## config.mk

```make
export PLATFORM = sky130hd
export DESIGN_NAME = ede_cell
export DESIGN_NICKNAME = d
export VERILOG_FILES = /design/src/hdl/ede_pkg.sv /design/src/hdl/ede_cell.sv
export SDC_FILE = /design/constraint.sdc
export NUM_CORES = 1
export LEC_CHECK = 0
export BUFFER_PORTS_ARGS = -buffer_cell sky130_fd_sc_hd__buf_2
export CORE_MARGIN = 10
export CORE_UTILIZATION = 30
export DETAILED_ROUTE_END_ITERATION = 7
export PLACE_DENSITY_LB_ADDON = 0.1
export SYNTH_ARGS = -nofsm -noshare
export SYNTH_HDL_FRONTEND = slang
export SYNTH_SLANG_ARGS = --single-unit
```

## constraint.sdc

```tcl
create_clock -name i_clk -period 5.9 [get_ports i_clk]
set_input_delay 0 -clock i_clk [delete_from_list [all_inputs] [get_ports i_clk]]
set_output_delay 0 -clock i_clk [all_outputs]
set_load 0.02 [all_outputs]
```

## src/hdl/ede_pkg.sv

```systemverilog
// Shared constants, types and helpers of the edit distance engine.
`default_nettype none

package ede_pkg;

    // Longest target and longest candidate that are kept.
    localparam int MAX_LEN = 256;

    // Width of a DP value: it never exceeds MAX_LEN.
    localparam int DW = $clog2(MAX_LEN + 1);

    // In-flight item counter: the entry stage plus one stage per cell.
    localparam int CW = $clog2(MAX_LEN + 2);

    localparam int CH_W       = 8;
    localparam int THR_W      = 9;
    localparam int DIST_OUT_W = 9;
    localparam int DIST_OUT_MAX = (1 << DIST_OUT_W) - 1;

    localparam logic [THR_W-1:0] THR_RESET = 9'd2;

    typedef logic [DW-1:0] t_dist;
    typedef logic [DW:0]   t_sum;
    typedef logic [CW-1:0] t_count;

    typedef enum logic [1:0] {
        ACT_CLEAR = 2'd0,
        ACT_TGT   = 2'd1,
        ACT_CAND  = 2'd2,
        ACT_END   = 2'd3
    } t_action;

    // One wavefront request travelling down the cell chain. For a candidate
    // character, d_new is the new value of the cell to the left and d_old its
    // previous value. For an end marker, d_new carries the distance so far.
    typedef struct packed {
        logic            valid;
        logic            last;
        logic [CH_W-1:0] ch;
        t_dist           d_new;
        t_dist           d_old;
        logic            ovf;
    } t_wave;

    // Control broadcast from the top level to every cell.
    typedef struct packed {
        logic            en;
        logic            clear;
        logic            load;
        t_dist           load_idx;
        logic [CH_W-1:0] load_ch;
    } t_cell_ctrl;

    // Clamp a distance to the width of the output field.
    function automatic logic [DIST_OUT_W-1:0] sat_dist(input t_dist d);
        int v;
        v = int'(d);
        if (v > DIST_OUT_MAX) begin
            v = DIST_OUT_MAX;
        end
        return DIST_OUT_W'(v);
    endfunction

endpackage

`default_nettype wire

```

## src/hdl/ede_cell.sv

```systemverilog
// One cell of the chain: holds one target character and one DP entry.
`default_nettype none

module ede_cell (
    input  wire                      i_clk,
    input  wire                      i_rst_n,
    input  wire ede_pkg::t_dist      i_index,
    input  wire ede_pkg::t_cell_ctrl i_ctrl,
    input  wire ede_pkg::t_wave      i_wave,
    output ede_pkg::t_wave           o_wave
);

    logic [ede_pkg::CH_W-1:0] r_tch, n_tch;
    logic                     r_tvld, n_tvld;
    ede_pkg::t_dist           r_d, n_d;
    ede_pkg::t_wave           r_wave, n_wave;

    ede_pkg::t_sum up1, left1, diag1, m;
    logic          mism;

    // A cell past the end of the target always counts as a mismatch; its
    // value is never read as a result.
    always_comb begin
        mism  = !r_tvld || (r_tch != i_wave.ch);
        up1   = {1'b0, r_d} + ede_pkg::t_sum'(1);
        left1 = {1'b0, i_wave.d_new} + ede_pkg::t_sum'(1);
        diag1 = {1'b0, i_wave.d_old} + ede_pkg::t_sum'(mism);
        m     = (up1 < left1) ? up1 : left1;
        m     = (m < diag1) ? m : diag1;
    end

    always_comb begin
        n_d    = r_d;
        n_tvld = r_tvld;
        n_tch  = r_tch;
        n_wave = r_wave;
        if (i_ctrl.clear) begin
            n_tvld = 1'b0;
            n_d    = i_index;
        end else if (i_ctrl.load && (i_ctrl.load_idx == i_index)) begin
            n_tvld = 1'b1;
            n_tch  = i_ctrl.load_ch;
        end
        if (i_ctrl.en) begin
            n_wave = i_wave;
            if (i_wave.valid) begin
                if (i_wave.last) begin
                    // The end marker picks up this entry if it is part of the
                    // target, then the entry returns to its initial value.
                    n_d = i_index;
                    if (r_tvld) begin
                        n_wave.d_new = r_d;
                    end
                end else begin
                    n_d          = m[ede_pkg::DW-1:0];
                    n_wave.d_new = m[ede_pkg::DW-1:0];
                    n_wave.d_old = r_d;
                end
            end
        end
    end

    always_ff @(posedge i_clk) begin
        if (!i_rst_n) begin
            r_tvld       <= 1'b0;
            r_d          <= i_index;
            r_wave.valid <= 1'b0;
        end else begin
            r_tvld <= n_tvld;
            r_d    <= n_d;
            r_wave <= n_wave;
        end
    end

    always_ff @(posedge i_clk) begin
        r_tch <= n_tch;
    end

    assign o_wave = r_wave;

endmodule

`default_nettype wire

```

Word level (Yosys, flattened, before mapping)
Index checks and enable logic that the tools add are counted.
W data, S select, Z words.

word-level totals
  register bits = 47
  bits in latches = 0
  bits in writable memories = 0
  ROM bits = 0
  bits of input ports = 60
  output and inout port bits = 29
  logic and storage cells = 35
  memories = 0

operators by class
  add/subtract/negate cells = 3
  $mul = 0
  divide/modulo/power cells = 0
  magnitude comparators = 2
  equal/unequal tests = 2
  shift operators = 0
  mux-type cells = 11
  bitwise gates (word level) = 2
  reduce and logical (&&, ||, !) cells = 6

operator list
  operator                count
  $mux W9                 9
  $add A9 B1 Y10 const B  2
  $lt A10 B10 Y1          2
  $mux W18                1
  $add A9 B1 Y10          1
  $mux W10                1
  $eq A9 B9 Y1            1
  $ne A8 B8 Y1            1
  $reduce_and A2 Y1       2
  $not A1 Y1              2
  $reduce_or A2 Y1        1
  $logic_and A1 B1 Y1     1
  $logic_not A1 Y1        1
  $logic_or A1 B1 Y1      1

Longest topological paths before layout
Gate-level depths: netlist of run 1.

  depth in word-level cells = 9
  mapped depth = 23
  depth with buffers taken out = 21

Least setup slack after synthesis of run 1
No wires, ideal clock.

  path kind = flip-flop to flip-flop
  start point = reg r_d[0]
  end point = reg r_wave, in the netlist o_wave[14] (data pin)
  setup time = 254 ps
  data arrival time = 4392 ps
  data required time = 5646 ps
  path slack = 1254 ps
  cell stages (with the launch flop) = 23
  buffers on the path = 2
  period minus slack after synthesis = 4646 ps
  path through = dfxtp_1 ha_1 nand4_1 or2_2 xor2_1 inv_1 ha_1 nor4b_1 nor4_1 nor3b_2 and2_2 buf_4 a21oi_1 ha_1 a21o_1 a21o_1 a211oi_1 o31a_1 o21a_1 o31a_1 buf_6 mux2_4 o21a_1

between the ends
  cells in the longest elaborated chain, start to end = 7

ends and longest elaborated chain
  item                    RTL line        RTL
  start, declared         ede_cell.sv:15  ede_pkg::t_dist r_d, n_d;
  start signal, assigned  ede_cell.sv:66  r_d <= i_index;
  start signal, assigned  ede_cell.sv:70  r_d <= n_d;
  $add A9 B1 Y10 (*)      ede_cell.sv:25  up1 = {1'b0, r_d} + ede_pkg::t_sum'(1);
  $lt A10 B10 Y1          ede_cell.sv:28  m = (up1 < left1) ? up1 : left1;
  $mux W10 (*)            ede_cell.sv:28
  $lt A10 B10 Y1          ede_cell.sv:29  m = (m < diag1) ? m : diag1;
  $mux W9 (*)             ede_cell.sv:29
  $mux W9 (*)             ede_cell.sv:47  if (i_wave.last) begin
  $mux W18 (*)            ede_cell.sv:46  if (i_wave.valid) begin
  end signal, assigned    ede_cell.sv:71  r_wave <= n_wave;
  end, declared           ede_cell.sv:16  ede_pkg::t_wave r_wave, n_wave;

Mark *: on every way between the ends. The rest lies on a longest branch, timed or not.
A chain may end at the register's enable or synchronous reset.

Final worst setup path of run 1
  start point = reg r_d[0]
  end point = reg r_wave, in the netlist o_wave[18] (data pin)

The elaborated chain is that of the path after synthesis.

==> flow_metrics.py, run 1 <==
metrics = {
    "status": {
        "outcome": "completed",
    },
    "global_routing": {
        "grt_pass1_wl_um": 16400,
        "track_usage_pct": 13.4,
        "grt_antenna_before_repair": 0,
        "grt_max_degree": 29,
        "grt_pass1_vias": 3059,
        "grt_overflow": 0,
    },
    "placement": {
        "numPortBuffers": 88,
        "place_area_um2": 3810,
        "place_ws_ns": 0.553,
        "gp_congestion": 0.875,
        "dp_hpwl_um": 8350,
    },
    "synthesis": {
        "ys_warn_count": 0,
        "synth_cell_types": 52,
        "ys.flop_type": "edfxtp_1",
        "ys_ff_latch": 47,
        "synth_nets": 418,
        "syn_area_um2": 3240,
        "synth.yosys.seq_area_share_pct": 40.1,
        "async_reset_ff_share_pct": 0,
        "avgSynthCellArea_um2": 9.59,
        "synth_edf_count": 36,
        "syn_inst": 338,
    },
    "die": {
        "dieArea_um2": 15400,
        "io_pins": 89,
        "rows": 37,
        "initial_core_util_pct": 31.1,
        "die_w_um": 124,
        "die_h_um": 124,
        "coreArea_um2": 10400,
    },
    "timing": {
        "finClkSkew_ns": 0.00800,
        "hold_ws_ns": 0.0140,
        "final.setup.worst_slack_ns": 0.478,
        "hold_violations": 0,
        "worst_pin_slew_ns": 0.692,
        "timing.fmax_mhz": 184,
        "timing.final.crit_share_pct": 91.9,
        "slew_viol_final": 0,
        "period_needed_ns": 5.42,
        "finalSetupTns_ns": 0,
        "setup_violations": 0,
        "rsz0062_at_grt": "no",
        "max_slew_margin_pct": 53.8,
    },
    "clock_tree": {
        "clock_sinks": 47,
        "cts_buffers": 5,
        "worstSkewPairLatency_ns": 0.30,
        "htree_levels": 2,
        "cts.path.max_buffers": 2,
        "clk_transition_reported_paths_ns": 0.08,
        "cts_tree": "done",
        "cts_root_buf": "clkbuf_8",
        "cts_resized": 0,
    },
    "route": {
        "routed_wl_um": 10200,
        "first_pass_iters": 4,
        "via_per_inst": 4.95,
        "initialDrtViolationCount": 157,
        "num_vias": 2901,
        "antenna_left": 0,
        "wl_per_cell_um": 17.4,
        "route.detailed.drc": 0,
    },
    "setup_path": {
        "critPathKind": "reg2reg",
        "arrival_ns": 5.46,
        "critPathMaxFanout": 9,
        "critPathRequiredTime_ns": 5.94,
        "crit_path_end_kind": "flip-flop",
        "cp-start-kind": "flip-flop",
    },
    "final_layout": {
        "layout_commonest_cell": "buf_2",
        "seq_area_um2": 1300,
        "multi_input_area_um2": 1800,
        "area_growth_pct": 28.4,
        "diodes": 0,
        "stdcell_area_um2": 4160,
        "fin_nets": 529,
        "n_fill_cell": 1071,
        "drive_gt1_share_pct": 24.2,
        "final_cell_mix": "88 x buf_2, 45 x nand2_1, 36 x edfxtp_1, 26 x xor2_1, 25 x dlygate4sd3_1",
    },
    "pwr": {
        "leakage_nw": 1.81,
        "ir_drop_mv": 0.0915,
        "pwr_density_cell_nw_per_um2": 231,
    },
    "worst_hold_path": {
        "hold_path.class": "in2reg",
    },
    "job": {
        "cap_violations": 0,
    },
}
## cells by family after synthesis
group / Yosys count / synth area share (%)
buffers and inverters: 33 / 4.40
flip-flops: 47 / 40.1
multiplexers: 13 / 4.32
AO/OA/AOI/OAI: 70 / 15.4
XOR/XNOR: 36 / 9.73
AND/OR/NAND/NOR: 119 / 18.3
adder cells (fa/ha/maj): 20 / 7.72
## path summary, 6_finish.rpt
kind | from | end | slack, ns | cells after the start
worst max-delay path | r_d[0]$_DFF_P_ | o_wave[18]$_DFFE_PP_ | 0.48 | 20
worst min-delay path | i_wave[27] | o_wave[27]$_DFFE_PP_ | 0.01 | 1
worst max register to register | r_d[0]$_DFF_P_ | o_wave[18]$_DFFE_PP_ | 0.48 | 20
worst min register to register | o_wave[28]$_SDFFE_PN0P_ | o_wave[28]$_SDFFE_PN0P_ | 0.48 | 2
## sequential cells by signal, summed over array words and instances (netlist names)
| signal | cells |
|---|---|
| o_wave | 29 |
| r_d | 9 |
| r_tch | 8 |
| r_tvld | 1 |
## repair_timing
action / 4_1_cts / 5_1_grt
setup buffers: 0 / 0
hold endpoints to repair: 25 / 0
hold buffers: 25 / 0
endpoints found under the setup margin: 0 / 0
## cells in the mapped netlist, types with 2 or more instances
cell,number,area [um^2]
inv_1,22,82.6
and3_1,8,50.1
nor3_1,5,25.0
o22ai_1,7,43.8
nor2_1,16,60.1
nand4_1,6,37.5
edfxtp_1,36,1080
o31a_1,2,17.5
buf_4,3,22.5
a21o_1,4,30.0
a21oi_1,16,80.1
a22oi_1,6,45.0
o21a_1,4,30.0
and2_1,4,25.0
o221ai_1,5,43.8
o21ai_0,5,25.0
clkbuf_1,7,26.3
nor2b_1,2,12.5
dfxtp_1,11,220
o21ai_1,2,10.0
xor2_1,26,228
nand2_1,45,169
xnor2_1,10,87.6
o211ai_1,2,15.0
nand3_1,17,85.1
a221oi_1,5,43.8
mux2_4,2,30.0
a21boi_1,2,15.0
ha_1,20,250
mux2i_1,11,110
or2_2,2,12.5
nor4_1,5,31.3
## per-layer routing
metal | global-route usage [%] | part of all wire [%] | vias up
met4 | 1.65 | 0.37 | 0
met1 | 17.7 | 46 | 1368
met5 | 0 | 0 | -
met3 | 3.12 | 5.6 | 5
li1 | - | - | 1462
met2 | 22.4 | 48 | 66
## per-stage QoR
step | utilization (%) | instances | total power, mW
2_1_floorplan | - | 338 | 0.625
3_3_place_gp | 36.6 | 553 | 0.723
3_5_place_dp | 36.6 | 553 | 0.724
4_1_cts | 40.0 | 586 | 0.972
5_1_grt | 40.0 | 586 | 1.03
6_report | 40.0 | 586 | 0.963
## worst max-delay path, stage by stage (launching register included)
cell	delay, ns
dfxtp_1	0.55
ha_1	0.27
nand4_1	0.13
or2_2	0.32
xor2_1	0.17
inv_1	0.06
ha_1	0.22
nor4b_1	0.29
nor4_1	0.10
nor3b_2	0.31
and2_2	0.34
a21oi_1	0.13
ha_1	0.34
a21o_1	0.16
a21o_1	0.17
a211oi_1	0.25
o31a_1	0.21
o21a_1	0.13
o31a_1	0.46
mux2i_1	0.43
a21oi_1	0.13
## layout make-up
type / count / share of cell area (%)
Timing Repair Buffer: 115 / 16.9
Clock buffer: 7 / 1.83
Multi-Input combinational cell: 258 / 43.2
Inverter: 22 / 1.98
Clock inverter: 1 / 0.721
Tap cell: 136 / 4.09
Sequential cell: 47 / 31.3
## power by group
group / switching, mW / total, mW / internal, mW
clock network: 0.105 / 0.232 / 0.127
logic: 0.186 / 0.327 / 0.141
registers: 0.0240 / 0.404 / 0.380
Note: power is estimated with default switching activity, not from simulation.
==> inputs of run 2 (changes only) <==
- CORE_UTILIZATION: 30 -> 55
- CTS_BUF_LIST: unset -> sky130_fd_sc_hd__clkbuf_4 sky130_fd_sc_hd__clkbuf_8
- SETUP_SLACK_MARGIN: unset -> 0.1
==> run 2 against run 1 <==
Effect of this change:
- first-iteration DRC count up 49%
- setup slack better by 0.0098 ns
- via count rose by 6.8%
==> flow_metrics.py, run 2 (synthesized netlist as in run 1, its figures left out) <==
metrics = {
    "worst_hold_path": {
        "holdCritStartpoint": "i_wave[5]",
        "min_to": "o_wave[5]$_DFFE_PP_",
        "hold_path.class": "in2reg",
        "hold_path_depth": 3,
    },
    "job": {
        "cap_violations": 0,
    },
    "clock_tree": {
        "cts_tree": "done",
        "clk_transition_reported_paths_ns": 0.10,
        "holdBufCountCts": 27,
        "cts.path.max_buffers": 2,
        "htree_levels": 2,
        "cts_setup_buffers": 0,
        "cts_root_buf": "clkbuf_8",
        "cts_resized": 0,
        "clock_sinks": 47,
        "cts_buffers": 5,
        "worstSkewPairLatency_ns": 0.31,
    },
    "global_routing": {
        "met3_usage_pct": 5.89,
        "top_usage_layer": "met2",
        "grt_antenna_before_repair": 0,
        "grt_util_met2_pct": 35.1,
        "track_usage_pct": 21.7,
        "grt_pass1_vias": 3101,
        "grt_pass1_wl_um": 16800,
        "grt_overflow": 0,
        "met1_usage_pct": 27.4,
        "grt_max_degree": 27,
    },
    "route": {
        "via_per_inst": 5.90,
        "wl_per_cell_um": 20.4,
        "antenna_left": 0,
        "initialDrtViolationCount": 234,
        "num_vias": 3097,
        "routed_wl_um": 10700,
        "first_pass_iters": 5,
        "route.detailed.drc": 0,
    },
    "setup_path": {
        "arrival_ns": 5.50,
        "cp-start-kind": "flip-flop",
        "rr_endpoint": "o_wave[14]$_DFFE_PP_",
        "critPathKind": "reg2reg",
        "critPathRequiredTime_ns": 5.98,
        "critPathMaxFanout": 9,
        "cp_slowest_stage_delay_ns": 0.52,
        "r2r.worst_path.cells": 20,
        "r2r-start": "r_d[1]$_DFF_P_",
        "crit_top_cell": "ha_1",
        "crit_chain": "ha_1, nand4_1, or2_2, xor2_1, inv_1, ha_1, nor4b_1, nor4_1, nor3b_2, and2_2, a21oi_1, ha_1, a21o_1, a21o_1, a211oi_1, o31a_1, o21a_1, o31a_1, mux2_4, o21a_1",
        "crit_path_end_kind": "flip-flop",
        "ff2ff_setup_slack_ns": 0.49,
        "critPathSlowestCell": "dfxtp_1",
    },
    "placement": {
        "numPortBuffers": 88,
        "gp_congestion": 0.941,
        "place_area_um2": 3730,
        "dp_hpwl_um": 8120,
    },
    "final_layout": {
        "final_cell_mix": "88 x buf_2, 45 x nand2_1, 36 x edfxtp_1, 27 x dlygate4sd3_1, 26 x xor2_1",
        "fin_nets": 532,
        "layout_commonest_cell": "buf_2",
        "area_growth_pct": 27.7,
        "diodes": 0,
        "n_fill_cell": 412,
        "drive_gt1_share_pct": 24.7,
        "stdcell_area_um2": 4140,
        "largest_register_ff_count": 29,
    },
    "pwr": {
        "ir_drop_mv": 0.232,
        "pwr_density_cell_nw_per_um2": 249,
        "finalPower_mw": 1.03,
        "leakage_nw": 1.84,
    },
    "die": {
        "die_w_um": 96.8,
        "initial_core_util_pct": 57.8,
        "io_pins": 89,
        "die_h_um": 96.8,
        "coreArea_um2": 5610,
        "dieArea_um2": 9370,
        "rows": 27,
    },
    "timing": {
        "rsz0062_at_grt": "no",
        "worst_pin_slew_ns": 1.15,
        "period_needed_ns": 5.41,
        "finClkSkew_ns": 0.0121,
        "finalSetupTns_ns": 0,
        "timing.fmax_mhz": 185,
        "setup_violations": 0,
        "slew_viol_final": 0,
        "timing.final.crit_share_pct": 91.7,
        "hold_violations": 0,
        "max_slew_margin_pct": 23.0,
    },
    "status": {
        "outcome": "completed",
    },
}
[run 2: cell count changes in the layout (fill, tap and decap cells not counted), sizes merged]
cell,previous run,this run
bufinv,1,2
clkbuf,7,6
dlygate4sd3,25,27
buf,90,91
[run 2: cell type report]
type | instances | area, um^2 | share of cell area, %
clock buffers | 6 | 76.3 | 1.84
multi-input cells | 258 | 1800 | 43.4
well taps | 72 | 90.1 | 2.18
repair buffers | 118 | 733 | 17.7
inverters | 22 | 82.6 | 1.99
flip-flops and latches | 47 | 1300 | 31.4
clock inverters | 2 | 60.1 | 1.45
[run 2: report_power, final]
part	total [mW]	switching (mW)	internal, mW	leakage, nW
Clock	0.289	0.115	0.174	0.0688
Combinational	0.343	0.199	0.144	1.35
Sequential	0.402	0.0218	0.380	0.427
Total	1.03	0.336	0.698	1.84
[run 2: per-stage QoR]
stage | worst slack [ns] | hold WS [ns] | cells | utilization, %
final | 0.488 | 0.00503 | 525 | 73.9
after global routing | 0.159 | 0.0149 | 525 | 73.9
after CTS | 0.537 | 0.00981 | 525 | 73.9
after detailed placement | 0.578 | 0.178 | 490 | 66.6
after global placement | 0.729 | 0.177 | 490 | 66.6
after floorplan | 1.25 | 0.0989 | 338 | -
[run 2: worst max path at each step]
stage                         from                    to  cells past startpoint
finish              r_d[1]$_DFF_P_  o_wave[14]$_DFFE_PP_                     20
global route        r_d[1]$_DFF_P_  o_wave[15]$_DFFE_PP_                     20
CTS                 r_d[1]$_DFF_P_  o_wave[14]$_DFFE_PP_                     20
detailed placement  r_d[1]$_DFF_P_  o_wave[14]$_DFFE_PP_                     20
global placement    r_d[1]$_DFF_P_  o_wave[14]$_DFFE_PP_                     20
floorplan           r_d[0]$_DFF_P_  o_wave[14]$_DFFE_PP_                     22
[run 2: critical path, delay by kind of cell (launching register included)]
kind,cells,cell delay (ns)
compound gates,8,1.67
buf+inv,1,0.07
simple gates,6,1.54
mux,1,0.36
xor+xnor,1,0.18
fa+ha+maj,3,0.86
flops,1,0.52
[run 2: layer usage]
layer	part of all wire, %	vias up
li1	-	1479
met1	41	1399
met2	47	202
met3	10	17
met4	1.7	0
met5	0	-
